**config.mk**
```make
export PLATFORM = sky130hd
export DESIGN_NAME = adts_frame_deframer
export DESIGN_NICKNAME = d
export VERILOG_FILES = /design/src/rtl/core/adtsd_pkg.sv /design/src/rtl/core/adtsd_front.sv /design/src/rtl/core/adtsd_cmd_fifo.sv /design/src/rtl/core/adtsd_back.sv /design/src/rtl/core/adts_frame_deframer.sv
export SDC_FILE = /design/constraint.sdc
export NUM_CORES = 1
export LEC_CHECK = 0
export ABC_AREA = 1
export ABC_CLOCK_PERIOD_IN_PS = 11400
export BUFFER_PORTS_ARGS = -buffer_cell sky130_fd_sc_hd__buf_2
export CAP_MARGIN = 20
export CORE_MARGIN = 3
export CORE_UTILIZATION = 45
export DETAILED_ROUTE_END_ITERATION = 16
export SETUP_SLACK_MARGIN = 0.05
export SLEW_MARGIN = 25
export SYNTH_ARGS = -nofsm -noshare
export SYNTH_HDL_FRONTEND = slang
export SYNTH_SLANG_ARGS = --single-unit
```
**constraint.sdc**
```tcl
create_clock -name clk -period 11.4 [get_ports clk]
set_input_delay 0 -clock clk [delete_from_list [all_inputs] [get_ports clk]]
set_output_delay 0 -clock clk [all_outputs]
set_load 0.02 [all_outputs]
```
**src/rtl/core/adtsd_pkg.sv**
```systemverilog
package adtsd_pkg;

  localparam logic [7:0] SYNC_BYTE   = 8'hFF;
  localparam logic [3:0] SYNC_NIBBLE = 4'hF;
  localparam int unsigned HDR_BYTES  = 7;

  // Result status codes.
  localparam logic [1:0] ST_DATA      = 2'd0;
  localparam logic [1:0] ST_BAD_LEN   = 2'd1;
  localparam logic [1:0] ST_SYNC_LOST = 2'd2;

  // Configuration register indexes.
  localparam logic REG_MAX_FRAME = 1'b0;
  localparam logic REG_RESYNC    = 1'b1;

  // Command kinds passed from the front part to the back part.
  localparam logic [1:0] CMD_BODY   = 2'd0;
  localparam logic [1:0] CMD_HEADER = 2'd1;
  localparam logic [1:0] CMD_STATUS = 2'd2;

  typedef struct packed {
    logic [12:0] frame_len;
    logic        prot_present;
    logic [3:0]  rate;
    logic [2:0]  ch_raw;
  } hdr_fields_t;

  typedef struct packed {
    logic [1:0]      kind;
    logic [1:0]      status;
    logic            last;
    logic [7:0]      data;
    logic [6:0][7:0] hdr;
    hdr_fields_t     fields;
  } cmd_t;

endpackage

```
**src/rtl/core/adtsd_front.sv**
```systemverilog
module adtsd_front
  import adtsd_pkg::*;
(
  input  logic        clk,
  input  logic        rst_n,
  input  logic        accept,
  input  logic [7:0]  in_byte,
  input  logic        cfg_valid,
  input  logic        cfg_index,
  input  logic [15:0] cfg_data,
  output logic        cmd_push,
  output cmd_t        cmd
);

  localparam logic [1:0] PH_HUNT = 2'd0;
  localparam logic [1:0] PH_HEAD = 2'd1;
  localparam logic [1:0] PH_BODY = 2'd2;

  logic [1:0]      phase_r, phase_nxt;
  logic [7:0]      prev_r, prev_nxt;
  logic [12:0]     bif_r, bif_nxt;
  logic [15:0]     hunt_r, hunt_nxt;
  hdr_fields_t     cur_r, cur_nxt;
  logic [12:0]     max_frame_r;
  logic [15:0]     resync_r;
  logic [5:0][7:0] hdr_r;

  logic [15:0] hunt_inc;
  logic [12:0] pos;
  logic [12:0] dec_len;
  logic        dec_no_crc;
  logic [12:0] dec_hs;
  logic        dec_bad;
  logic        hdr_wr;

  assign hunt_inc   = hunt_r + 16'd1;
  assign pos        = bif_r + 13'd1;
  assign dec_no_crc = hdr_r[1][0];
  assign dec_len    = {hdr_r[3][1:0], hdr_r[4], hdr_r[5][7:5]};
  assign dec_hs     = dec_no_crc ? 13'd7 : 13'd9;
  assign dec_bad    = (dec_len < dec_hs) || (dec_len > max_frame_r);

  always_comb begin
    phase_nxt  = phase_r;
    prev_nxt   = prev_r;
    bif_nxt    = bif_r;
    hunt_nxt   = hunt_r;
    cur_nxt    = cur_r;
    hdr_wr     = 1'b0;
    cmd_push   = 1'b0;
    cmd.kind   = CMD_BODY;
    cmd.status = ST_DATA;
    cmd.last   = 1'b0;
    cmd.data   = in_byte;
    cmd.hdr    = {in_byte, hdr_r[5], hdr_r[4], hdr_r[3], hdr_r[2], hdr_r[1], SYNC_BYTE};
    cmd.fields = cur_r;
    if (accept) begin
      unique case (phase_r)
        PH_HUNT: begin
          if (prev_r == SYNC_BYTE && in_byte[7:4] == SYNC_NIBBLE) begin
            hdr_wr    = 1'b1;
            bif_nxt   = 13'd2;
            hunt_nxt  = '0;
            phase_nxt = PH_HEAD;
          end else begin
            prev_nxt = in_byte;
            if (hunt_inc >= resync_r) begin
              hunt_nxt   = '0;
              cmd_push   = 1'b1;
              cmd.kind   = CMD_STATUS;
              cmd.status = ST_SYNC_LOST;
            end else begin
              hunt_nxt = hunt_inc;
            end
          end
        end
        PH_HEAD: begin
          bif_nxt = pos;
          if (bif_r[2:0] == 3'd6) begin
            cur_nxt.frame_len    = dec_len;
            cur_nxt.prot_present = ~dec_no_crc;
            cur_nxt.rate         = hdr_r[2][5:2];
            cur_nxt.ch_raw       = {hdr_r[2][0], hdr_r[3][7:6]};
            cmd.fields           = cur_nxt;
            cmd_push             = 1'b1;
            if (dec_bad) begin
              cmd.kind   = CMD_STATUS;
              cmd.status = ST_BAD_LEN;
              phase_nxt  = PH_HUNT;
              prev_nxt   = '0;
              bif_nxt    = '0;
            end else begin
              cmd.kind = CMD_HEADER;
              cmd.last = (dec_len == 13'd7);
              if (dec_len == 13'd7) begin
                phase_nxt = PH_HUNT;
                prev_nxt  = '0;
                bif_nxt   = '0;
              end else begin
                phase_nxt = PH_BODY;
              end
            end
          end else begin
            hdr_wr = 1'b1;
          end
        end
        PH_BODY: begin
          bif_nxt  = pos;
          cmd_push = 1'b1;
          cmd.kind = CMD_BODY;
          cmd.last = (pos >= cur_r.frame_len);
          if (pos >= cur_r.frame_len) begin
            phase_nxt = PH_HUNT;
            prev_nxt  = '0;
            bif_nxt   = '0;
          end
        end
        default: begin
          phase_nxt = PH_HUNT;
        end
      endcase
    end
  end

  always_ff @(posedge clk) begin
    if (!rst_n) begin
      phase_r     <= PH_HUNT;
      prev_r      <= '0;
      bif_r       <= '0;
      hunt_r      <= '0;
      cur_r       <= '0;
      max_frame_r <= 13'd1536;
      resync_r    <= 16'd4096;
    end else begin
      phase_r <= phase_nxt;
      prev_r  <= prev_nxt;
      bif_r   <= bif_nxt;
      hunt_r  <= hunt_nxt;
      cur_r   <= cur_nxt;
      if (cfg_valid) begin
        unique case (cfg_index)
          REG_MAX_FRAME: max_frame_r <= cfg_data[12:0];
          REG_RESYNC:    resync_r    <= cfg_data;
          default:       ;
        endcase
      end
    end
  end

  // In hunting the write lands the second sync byte at slot 1; slot 0 is
  // always the sync byte itself.
  always_ff @(posedge clk) begin
    if (hdr_wr) begin
      if (phase_r == PH_HUNT) begin
        hdr_r[1] <= in_byte;
      end else begin
        hdr_r[bif_r[2:0]] <= in_byte;
      end
    end
  end

endmodule

```
**src/rtl/core/adtsd_cmd_fifo.sv**
```systemverilog
module adtsd_cmd_fifo
  import adtsd_pkg::*;
#(
  parameter int unsigned DEPTH = 8
) (
  input  logic clk,
  input  logic rst_n,
  input  logic push,
  input  cmd_t wr_cmd,
  input  logic pop,
  output cmd_t rd_cmd,
  output logic full,
  output logic empty
);

  localparam int unsigned PW = (DEPTH > 1) ? $clog2(DEPTH) : 1;
  localparam int unsigned CW = $clog2(DEPTH + 1);
  localparam logic [PW-1:0] LAST_SLOT = PW'(DEPTH - 1);

  cmd_t          mem [DEPTH];
  logic [PW-1:0] wr_ptr_r, rd_ptr_r;
  logic [CW-1:0] count_r;
  logic          do_push, do_pop;

  assign full    = (count_r == CW'(DEPTH));
  assign empty   = (count_r == '0);
  assign do_push = push && !full;
  assign do_pop  = pop && !empty;
  assign rd_cmd  = mem[rd_ptr_r];

  always_ff @(posedge clk) begin
    if (!rst_n) begin
      wr_ptr_r <= '0;
      rd_ptr_r <= '0;
      count_r  <= '0;
    end else begin
      if (do_push) begin
        wr_ptr_r <= (wr_ptr_r == LAST_SLOT) ? '0 : wr_ptr_r + PW'(1);
      end
      if (do_pop) begin
        rd_ptr_r <= (rd_ptr_r == LAST_SLOT) ? '0 : rd_ptr_r + PW'(1);
      end
      if (do_push && !do_pop) begin
        count_r <= count_r + CW'(1);
      end else if (do_pop && !do_push) begin
        count_r <= count_r - CW'(1);
      end
    end
  end

  always_ff @(posedge clk) begin
    if (do_push) begin
      mem[wr_ptr_r] <= wr_cmd;
    end
  end

endmodule

```
**src/rtl/core/adtsd_back.sv**
```systemverilog
module adtsd_back
  import adtsd_pkg::*;
(
  input  logic        clk,
  input  logic        rst_n,
  input  cmd_t        cmd,
  input  logic        cmd_empty,
  output logic        cmd_pop,
  input  logic        out_pop,
  output logic        out_empty,
  output logic [7:0]  out_byte,
  output logic [1:0]  out_status,
  output logic        out_first_of_frame,
  output logic        out_last_of_frame,
  output logic        out_last_of_burst,
  output logic [12:0] out_frame_bytes,
  output logic [3:0]  out_header_bytes,
  output logic [3:0]  out_rate_index,
  output logic [2:0]  out_channel_count
);

  logic        valid_r;
  logic [2:0]  idx_r, idx_nxt;
  logic        adv;
  logic        hdr_done;
  logic [7:0]  byte_nxt;
  logic [1:0]  status_nxt;
  logic        first_nxt, last_nxt, burst_nxt;

  logic [7:0]  byte_r;
  logic [1:0]  status_r;
  logic        first_r, last_r, burst_r;
  hdr_fields_t fields_r;

  // The output register takes a new result whenever it is empty or its
  // item is being popped in the same cycle.
  assign adv      = !valid_r || out_pop;
  assign hdr_done = (idx_r == 3'(HDR_BYTES - 1));

  always_comb begin
    idx_nxt    = idx_r;
    cmd_pop    = 1'b0;
    byte_nxt   = cmd.data;
    status_nxt = ST_DATA;
    first_nxt  = 1'b0;
    last_nxt   = 1'b0;
    burst_nxt  = 1'b1;
    unique case (cmd.kind)
      CMD_HEADER: begin
        byte_nxt  = cmd.hdr[idx_r];
        first_nxt = (idx_r == 3'd0);
        last_nxt  = hdr_done && cmd.last;
        burst_nxt = hdr_done;
      end
      CMD_STATUS: begin
        byte_nxt   = '0;
        status_nxt = cmd.status;
      end
      default: begin
        last_nxt = cmd.last;
      end
    endcase
    if (adv && !cmd_empty) begin
      if (cmd.kind == CMD_HEADER && !hdr_done) begin
        idx_nxt = idx_r + 3'd1;
      end else begin
        idx_nxt = '0;
        cmd_pop = 1'b1;
      end
    end
  end

  always_ff @(posedge clk) begin
    if (!rst_n) begin
      valid_r <= 1'b0;
      idx_r   <= '0;
    end else begin
      idx_r <= idx_nxt;
      if (adv) begin
        valid_r <= !cmd_empty;
      end
    end
  end

  always_ff @(posedge clk) begin
    if (adv && !cmd_empty) begin
      byte_r   <= byte_nxt;
      status_r <= status_nxt;
      first_r  <= first_nxt;
      last_r   <= last_nxt;
      burst_r  <= burst_nxt;
      fields_r <= cmd.fields;
    end
  end

  assign out_empty          = !valid_r;
  assign out_byte           = byte_r;
  assign out_status         = status_r;
  assign out_first_of_frame = first_r;
  assign out_last_of_frame  = last_r;
  assign out_last_of_burst  = burst_r;
  assign out_frame_bytes    = fields_r.frame_len;
  assign out_header_bytes   = fields_r.prot_present ? 4'd9 : 4'd7;
  assign out_rate_index     = fields_r.rate;
  assign out_channel_count  = (fields_r.ch_raw == 3'd0) ? 3'd2 : fields_r.ch_raw;

endmodule

```
**src/rtl/core/adts_frame_deframer.sv**
```systemverilog
// Channel   Handshake          Payload
// in        in_push / in_full  in_byte
// out       out_pop / out_empty  out_byte, out_status, frame flags, header fields
// cfg       cfg_valid / cfg_ready  cfg_index, cfg_data
//
// One byte is taken per cycle while in_full is low; it goes through the command
// queue into the output register. A valid header becomes seven results,
// drained one per cycle by the back part while they are popped; later bytes
// queue up; in_full rises only when the CMD_DEPTH-entry command queue is full.
// Reset is synchronous; configuration registers return to 1536 and 4096.
module adts_frame_deframer
  import adtsd_pkg::*;
#(
  parameter int unsigned CMD_DEPTH = 8
) (
  input  logic        clk,
  input  logic        rst_n,
  input  logic        in_push,
  output logic        in_full,
  input  logic [7:0]  in_byte,
  output logic        out_empty,
  input  logic        out_pop,
  output logic [7:0]  out_byte,
  output logic [1:0]  out_status,
  output logic        out_first_of_frame,
  output logic        out_last_of_frame,
  output logic        out_last_of_burst,
  output logic [12:0] out_frame_bytes,
  output logic [3:0]  out_header_bytes,
  output logic [3:0]  out_rate_index,
  output logic [2:0]  out_channel_count,
  input  logic        cfg_valid,
  output logic        cfg_ready,
  input  logic        cfg_index,
  input  logic [15:0] cfg_data
);

  cmd_t fr_cmd, q_cmd;
  logic fr_push, q_full, q_empty, q_pop;
  logic accept;

  assign cfg_ready = 1'b1;
  assign in_full   = q_full;
  assign accept    = in_push && !q_full;

  adtsd_front u_front (
    .clk       (clk),
    .rst_n     (rst_n),
    .accept    (accept),
    .in_byte   (in_byte),
    .cfg_valid (cfg_valid),
    .cfg_index (cfg_index),
    .cfg_data  (cfg_data),
    .cmd_push  (fr_push),
    .cmd       (fr_cmd)
  );

  adtsd_cmd_fifo #(
    .DEPTH (CMD_DEPTH)
  ) u_fifo (
    .clk    (clk),
    .rst_n  (rst_n),
    .push   (fr_push),
    .wr_cmd (fr_cmd),
    .pop    (q_pop),
    .rd_cmd (q_cmd),
    .full   (q_full),
    .empty  (q_empty)
  );

  adtsd_back u_back (
    .clk                (clk),
    .rst_n              (rst_n),
    .cmd                (q_cmd),
    .cmd_empty          (q_empty),
    .cmd_pop            (q_pop),
    .out_pop            (out_pop),
    .out_empty          (out_empty),
    .out_byte           (out_byte),
    .out_status         (out_status),
    .out_first_of_frame (out_first_of_frame),
    .out_last_of_frame  (out_last_of_frame),
    .out_last_of_burst  (out_last_of_burst),
    .out_frame_bytes    (out_frame_bytes),
    .out_header_bytes   (out_header_bytes),
    .out_rate_index     (out_rate_index),
    .out_channel_count  (out_channel_count)
  );

endmodule
```
==> summary.md, run 1 <==
| Metric | Value |
|---|---|
| Initial antenna violation count | `2` |
| Min-Delay Endpoint | `u_front.max_frame_r[11]$_SDFFE_PN0P_` |
| Dpl cells | `3707` |
| Utilization after layout | `0.514` |
| DRC | `0` |
| HP Start | `cfg_index` |
| Syn avg cell area | `11.5 µm²` |
| Core Rows | `97` |
| Sequential cell area | `22100 µm²` |
| Most frequent cells after synthesis | `edfxtp_1 (666), nor2_1 (446), nand2_1 (352)` |
| Finished Layout Cells | `3887` |
| Clock sinks | `772` |
| Die area | `75500 µm²` |
| Post-Syn Instances | `2837` |
| Die width | `275 µm` |
| GRT Total Usage | `0.210` |
| Clock Path Buffers | `3` |
| Synth top area share | `0.615` |
| Clock latency at the later pin of the worst-skew pair | `0.63 ns` |
| DP HPWL | `45500 µm` |
| IO Port Bufs | `67` |
| Pwr Density | `210 nW/µm²` |
| Status | `finished, final reports clean` |
| Filler Cell Count | `6110` |
| WP data required | `11.64 ns` |
| Area of the multi-input gates | `8710 µm²` |
| Core Region | `70800 µm²` |
| Wire per inst | `20.4 µm` |
| Worst vdd ir | `156 µV` |
| Hold depth | `4` |
| Dpl ws | `6.72 ns` |
| Initial Util | `0.460` |
| Num CTS Buffers | `80` |
| Max H-tree Level | `3` |
| Count leader, synth | `edfxtp_1` |
| Max Cap Viol | `0` |
| Remaining global-route overflow | `0` |
| CP Launch Type | `register` |
| Vias per cell | `5.46` |
| Post-synth EDFFs | `666` |
| Mapped cell area | `32500 µm²` |
| Fin area | `36400 µm²` |
| Finish-stage setup viols | `0` |
| Die height | `275 µm` |
| Final worst path period share | `0.409` |
| Worst slew pin tran | `1.14 ns` |
| Tmin final | `4.66 ns` |
| Flop2flop setup slack | `6.74 ns` |
| Slew margin rel. | `0.238` |
| Top_reg_cell synth | `edfxtp_1` |
| Yosys reg bits | `772` |
| Worst-path clk slew | `0.06 ns` |
| CTS tree | `built` |
| Worst reg2reg startpoint | `u_front.hunt_r[0]$_SDFFE_PN0P_` |
| Pre-Repair DR Iteration Count | `6` |
| Io pins | `70` |
| Post-CTS sizing | `0` |
| Critical Path Sink Type | `register` |
| Leakage power | `13.1 nW` |
| Final Slew Violations | `0` |
| Layout Nets | `2978` |
| Fin worst setup slack | `6.74 ns` |
| Setup Fix Bufs, Post-CTS | `0` |
| Synth cell types | `55` |
| Routed WL | `79100 µm` |
| Top post-synthesis cells by area | `edfxtp_1 (62%), dfxtp_1 (6.5%), nor2_1 (5.1%)` |
| Setup_tns | `0 ns` |
| Clk_skew | `0.0206 ns` |
| Post-route ant nets | `0` |
| Sequential element share of the synthesized area | `0.680` |
| Crit path kind | `reg2reg` |
| Worst EP arrival | `4.91 ns` |
| Iter 0 DRT Violations | `1807` |
| CP Max Fanout | `47` |
| Synth async-reset ratio | `0` |
| First-pass GRT wire length | `122000 µm` |
| Syn. warnings | `0` |
| Clock root buffer | `clkbuf_16` |
| Via Count | `21200` |
| Area leader, netlist | `edfxtp_1` |
| GP Congestion | `0.828` |
| R2R cell count | `19` |
| Share of cells above drive strength 1 | `0.102` |
| FF-to-FF End | `u_fifo.mem[6][6]$_DFFE_PP_` |
| Largest net degree at the start of global routing | `125` |
| Fmax | `214 MHz` |
| Area Overhead vs Synth | `11.8%` |
| Hold Path Class | `in2reg` |
| Unrepaired setup endpoints after global routing | `no` |
| Final Hold Vio Count | `0` |
| Vias in the first global route | `20800` |
| Post-DP Area | `33400 µm²` |
area by class of cell:
cell class / count / share of cell area
Sequential cell: 772 / 0.609
Multi-Input combinational cell: 1691 / 0.240
Clock buffer: 108 / 0.0608
Tap cell: 940 / 0.0323
Timing Repair Buffer: 134 / 0.0257
Inverter: 204 / 0.0214
Clock inverter: 37 / 0.0114
Antenna cell: 1 / 0.0000688
registers in the layout, indices dropped and copies added (netlist names), 8 cells and up, named ones only:
| register | cells |
|---|---|
| u_front.resync_r | 16 |
| u_front.prev_r | 8 |
| u_front.hunt_r | 16 |
| u_fifo.mem | 592 |
| u_front.max_frame_r | 13 |
| u_front.bif_r | 13 |
| u_back.out_frame_bytes | 13 |
| u_back.out_byte | 8 |
| u_front.cmd | 40 |
| u_front.cur_r | 21 |
worst max-delay path, stage by stage, from the launching register on:
cell and delay, ns:
dfxtp_1 0.39, ha_1 0.23, nand3_2 0.11, nor3_2 0.21
nand3_2 0.15, nor2_4 0.15, nand2_1 0.08, xor2_1 0.16
inv_2 0.05, ha_1 0.27, nand2_1 0.07, nor4_2 0.33
nand2_1 0.12, nand3_1 0.15, nand2_1 0.09, nand2_2 0.13
nand2_2 0.19, nor3_2 0.16, buf_4 0.46, buf_4 0.70
metrics by stage:
step	power [mW]	hold slack (ns)
floorplan	4.61	0.0989
global placement	5.06	0.246
detailed placement	5.09	0.255
CTS	7.68	0.110
global route	7.99	0.228
finish	7.63	0.164
repair_timing:
item	in CTS	in global routing
setup endpoints to repair	0	0
hold buffers	33	0
endpoints found under the hold margin	151	0
routing by layer:
metal | up-vias | GRT usage | part of all wire
met3 | 95 | 0.0298 | 0.059
met5 | - | 0 | 0
met1 | 10500 | 0.278 | 0.43
met2 | 610 | 0.362 | 0.49
met4 | 0 | 0.0621 | 0.020
li1 | 10000 | - | -
worst max-delay path by stage:
stage,from,endpoint,slack (ns),depth (start not counted)
after floorplan,u_front.hunt_r[0]$_SDFFE_PN0P_,u_fifo.mem[6][0]$_DFFE_PP_,3.35,17
after global placement,u_front.hunt_r[0]$_SDFFE_PN0P_,u_fifo.mem[5][28]$_DFFE_PP_,6.78,19
after detailed placement,u_front.hunt_r[0]$_SDFFE_PN0P_,u_fifo.mem[5][42]$_DFFE_PP_,6.72,19
after CTS,u_front.hunt_r[0]$_SDFFE_PN0P_,u_fifo.mem[5][42]$_DFFE_PP_,6.71,19
after global routing,u_front.hunt_r[0]$_SDFFE_PN0P_,u_fifo.mem[0][17]$_DFFE_PP_,6.32,19
final,u_front.hunt_r[0]$_SDFFE_PN0P_,u_fifo.mem[6][6]$_DFFE_PP_,6.74,19
cell families (layout without fill, tap and decap cells):
logic type / Yosys count / in the layout / share of synthesized area
AOI/OAI and AO/OA: 597 / 597 / 0.103
xor gates and xnor gates: 21 / 21 / 0.00589
adders and majority gates: 65 / 65 / 0.0252
buffers and inverters: 375 / 483 / 0.0539
DFF: 772 / 772 / 0.680
other: 1 / 3 / 0.000115
and+or+nand+nor: 1006 / 1006 / 0.132
power by group:
group | internal, mW | total [mW] | switching [mW]
logic | 0.503 | 1.75 | 1.25
registers | 3.20 | 3.28 | 0.0807
clock network | 1.52 | 2.59 | 1.07
total | 5.23 | 7.63 | 2.40
placed cells by master, fill, tap and decap left out, types with 5 or more instances in the layout:
cell type and instances:
clkbuf_1 20, a31oi_1 25, nand3_2 15, xor2_1 19, dfxtp_1 103, inv_1 188
nand4_1 24, edfxtp_1 666, o21ai_1 67, clkbuf_8 6, o22ai_1 53, o221ai_1 8
or2_2 11, a21oi_1 96, clkinv_2 12, o211ai_1 45, ha_1 64, a21oi_2 6
nor3_1 11, dlygate4sd3_1 33, clkinv_1 13, buf_2 67, bufinv_16 7, inv_2 10
nor2_1 445, clkbuf_16 82, o21ai_0 263, nor3_2 11, nor2_2 5, nand2_1 352
nand3_1 109, buf_4 33, a211oi_1 23, nor2_4 5
Note: power is estimated with default switching activity, not from simulation.
==> run 2: changes to the inputs <==
--- a/config.mk
+++ b/config.mk
@@ -6,7 +6,7 @@
 export NUM_CORES = 1
 export LEC_CHECK = 0
 export ABC_AREA = 1
-export ABC_CLOCK_PERIOD_IN_PS = 11400
+export ABC_CLOCK_PERIOD_IN_PS = 3860
 export BUFFER_PORTS_ARGS = -buffer_cell sky130_fd_sc_hd__buf_2
 export CAP_MARGIN = 20
 export CORE_MARGIN = 3
==> constraint.sdc (replaced) <==
create_clock -name clk -period 3.86 [get_ports clk]
set_input_delay 0 -clock clk [delete_from_list [all_inputs] [get_ports clk]]
set_output_delay 0 -clock clk [all_outputs]
set_load 0.02 [all_outputs]
==> run 2 against run 1 <==
- worst setup slack got worse by 6.6 ns
- critical path type unchanged
- maximum frequency rose by 24%
- routed wire length rose by 6.1%
- sequential power rose to 3.0 times the previous value
- via count rose by 3.7%
- critical endpoint is now u_fifo.count_r[3]$_SDFFE_PN0P_
- largest power group unchanged
==> summary.md, run 2 (synthesis gave the netlist of run 1 again) <==
| Metric | Value |
|---|---|
| Layout Nets | `3091` |
| Commonest cells after routing, fill and taps aside | `edfxtp_1 (666), nor2_1 (446), nand2_1 (347)` |
| Finish-stage setup viols | `0` |
| Worst reg2reg startpoint | `u_front.hunt_r[1]$_SDFFE_PN0P_` |
| Final Hold Vio Count | `0` |
| Worst slew pin tran | `0.875 ns` |
| Largest net degree at the start of global routing | `193` |
| Post-route ant nets | `0` |
| Clk network pwr share | `0.328` |
| Seq pwr share | `0.432` |
| HP Start | `cfg_index` |
| CTS tree | `built` |
| Filler Cell Count | `5852` |
| Critical Path Sink Type | `register` |
| Utilization after layout | `0.538` |
| Remaining global-route overflow | `0` |
| Number of flip-flops in the largest register | `592` |
| Core Rows | `97` |
| Leakage power | `13.9 nW` |
| Initial Util | `0.460` |
| Hold Path Class | `in2reg` |
| Most flop-heavy register | `u_fifo.mem` |
| Crit-path max cell delay | `0.35 ns` |
| Vias per cell | `5.50` |
| Fin area | `38100 µm²` |
| FF-to-FF End | `u_fifo.count_r[3]$_SDFFE_PN0P_` |
| Final Slew Violations | `0` |
| Final worst path period share | `0.971` |
| Switch Pwr | `7.12 mW` |
| Routed WL | `83900 µm` |
| Switching Fraction | `0.318` |
| Pre-Repair DR Iteration Count | `6` |
| Unrepaired setup endpoints after global routing | `yes` |
| Max H-tree Level | `3` |
| Via Count | `22000` |
| Area of the multi-input gates | `8950 µm²` |
| Slowest cell on crit path | `dfxtp_2` |
| Share of cells above drive strength 1 | `0.141` |
| Vias in the first global route | `21100` |
| Largest delay share family, worst path | `simple AND/OR/NAND/NOR gates` |
| Clock latency at the later pin of the worst-skew pair | `0.63 ns` |
| DP HPWL | `47200 µm` |
| GRT Total Usage | `0.212` |
| Post-DP Area | `34300 µm²` |
| R2R cell count | `28` |
| Top cell by count, worst path | `ha_4` |
| Initial antenna violation count | `0` |
| Max Cap Viol | `0` |
| Pwr Density | `589 nW/µm²` |
| Core Region | `70800 µm²` |
| Status | `finished, final reports clean` |
| Hold depth | `4` |
| Worst-path clk slew | `0.06 ns` |
| Clk_skew | `0.0253 ns` |
| Slew margin rel. | `0.416` |
| Io pins | `70` |
| Flop2flop setup slack | `0.11 ns` |
| Wire per inst | `21.0 µm` |
| Commonest non-fill, non-tap cell in the layout | `edfxtp_1` |
| Crit path kind | `reg2reg` |
| Combinational Power Share | `0.240` |
| CP bufs+invs | `5` |
| First-pass GRT wire length | `124000 µm` |
| WP data required | `4.36 ns` |
| Die height | `275 µm` |
| Die area | `75500 µm²` |
| Tmin final | `3.75 ns` |
| GP Congestion | `0.836` |
| CP Max Fanout | `4` |
| Fmax | `267 MHz` |
| Area Overhead vs Synth | `17.1%` |
| Clock sinks | `772` |
| Worst vdd ir | `369 µV` |
| Clock Path Buffers | `3` |
| DRC | `0` |
| IO Port Bufs | `67` |
| Num CTS Buffers | `81` |
| CP Launch Type | `register` |
| Worst EP arrival | `4.25 ns` |
| Min-Delay Endpoint | `u_front.max_frame_r[11]$_SDFFE_PN0P_` |
| Int Power | `15.3 mW` |
| Iter 0 DRT Violations | `2275` |
| Clock root buffer | `clkbuf_16` |
| Sequential cell area | `22100 µm²` |
| Die width | `275 µm` |
run 2: cell count changes in the layout (fill, tap and decap cells not counted), moves of 5 or more:
cell       delta
clkbuf_16    +15
ha_1          -8
buf_6        +12
clkinv_1     +10
buf_4        +49
clkbuf_8      -5
nor3_2       -11
nand2_1       -5
clkbuf_1      -9
buf_12       +28
ha_4          +8
nor3_4        +9
buf_16        +5
run 2: area by class of cell:
class | instances | area share
Sequential cell | 772 | 0.581
Multi-Input combinational cell | 1691 | 0.235
Timing Repair Buffer | 246 | 0.0667
Clock buffer | 96 | 0.0561
Tap cell | 940 | 0.0309
Inverter | 204 | 0.0206
Clock inverter | 48 | 0.00930
Antenna cell | 1 | 0.0000657
run 2: worst max-delay path by stage:
| stage | startpoint | end | slack [ns] | cells past startpoint |
|---|---|---|---|---|
| CTS | u_front.hunt_r[0]$_SDFFE_PN0P_ | u_fifo.count_r[3]$_SDFFE_PN0P_ | 0.05 | 27 |
| detailed placement | u_front.hunt_r[1]$_SDFFE_PN0P_ | u_fifo.count_r[3]$_SDFFE_PN0P_ | -0.15 | 27 |
| floorplan | u_front.hunt_r[0]$_SDFFE_PN0P_ | u_fifo.mem[1][0]$_DFFE_PP_ | -0.79 | 17 |
| global route | u_front.hunt_r[1]$_SDFFE_PN0P_ | u_fifo.count_r[3]$_SDFFE_PN0P_ | -0.20 | 28 |
| finish | u_front.hunt_r[1]$_SDFFE_PN0P_ | u_fifo.count_r[3]$_SDFFE_PN0P_ | 0.11 | 28 |
| global placement | u_front.hunt_r[1]$_SDFFE_PN0P_ | u_fifo.count_r[3]$_SDFFE_PN0P_ | -0.18 | 27 |
run 2: metrics by stage:
| stage | setup slack [ns] | hold WS [ns] | setup TNS (ns) | std cells | total power, mW |
|---|---|---|---|---|---|
| finish | 0.112 | 0.157 | 0 | 3998 | 22.4 |
| CTS | 0.0514 | 0.111 | 0 | 3953 | 22.6 |
| detailed placement | -0.154 | 0.260 | -0.220 | 3768 | 15.1 |
| global placement | -0.180 | 0.248 | -0.203 | 3768 | 15.0 |
| global route | -0.199 | 0.210 | -2.02 | 3997 | 23.5 |
| floorplan | -0.794 | 0.0989 | -445.95 | 2838 | 13.7 |
run 2: worst reg2reg max path: cells and delay by family (launching register included):
| family | cells | cell delay (ns) |
|---|---|---|
| adder cells (fa/ha/maj) | 4 | 0.75 |
| buffers and inverters | 5 | 0.39 |
| flip-flops | 1 | 0.35 |
| AO/OA/AOI/OAI | 3 | 0.40 |
| AND/OR/NAND/NOR | 16 | 1.72 |
run 2: power groups by stage:
stage	Sequential, mW	Combinational (mW)	Clock, mW
2_1_floorplan	9.83	3.82	0
3_3_place_gp	9.85	5.19	0
3_5_place_dp	9.85	5.27	0
4_1_cts	9.68	5.37	7.52
5_1_grt	9.72	5.96	7.85
6_report	9.68	5.38	7.36
run 2: layer usage:
layer,up-vias,global-route usage,wire (µm)
li1,10300,-,-
met3,117,0.0317,5720
met2,811,0.358,41200
met5,-,0,0
met4,0,0.0611,1760
met1,10800,0.285,35300
run 2: what timing repair did:
action | CTS | global route
gates resized for setup | 26 | 45
pin swaps | 27 | 29
cloned | 0 | 20
setup buffers | 7 | 25
hold endpoints to repair | 175 | 0
hold buffers | 34 | 0
endpoints found under the setup margin | 3 | 493
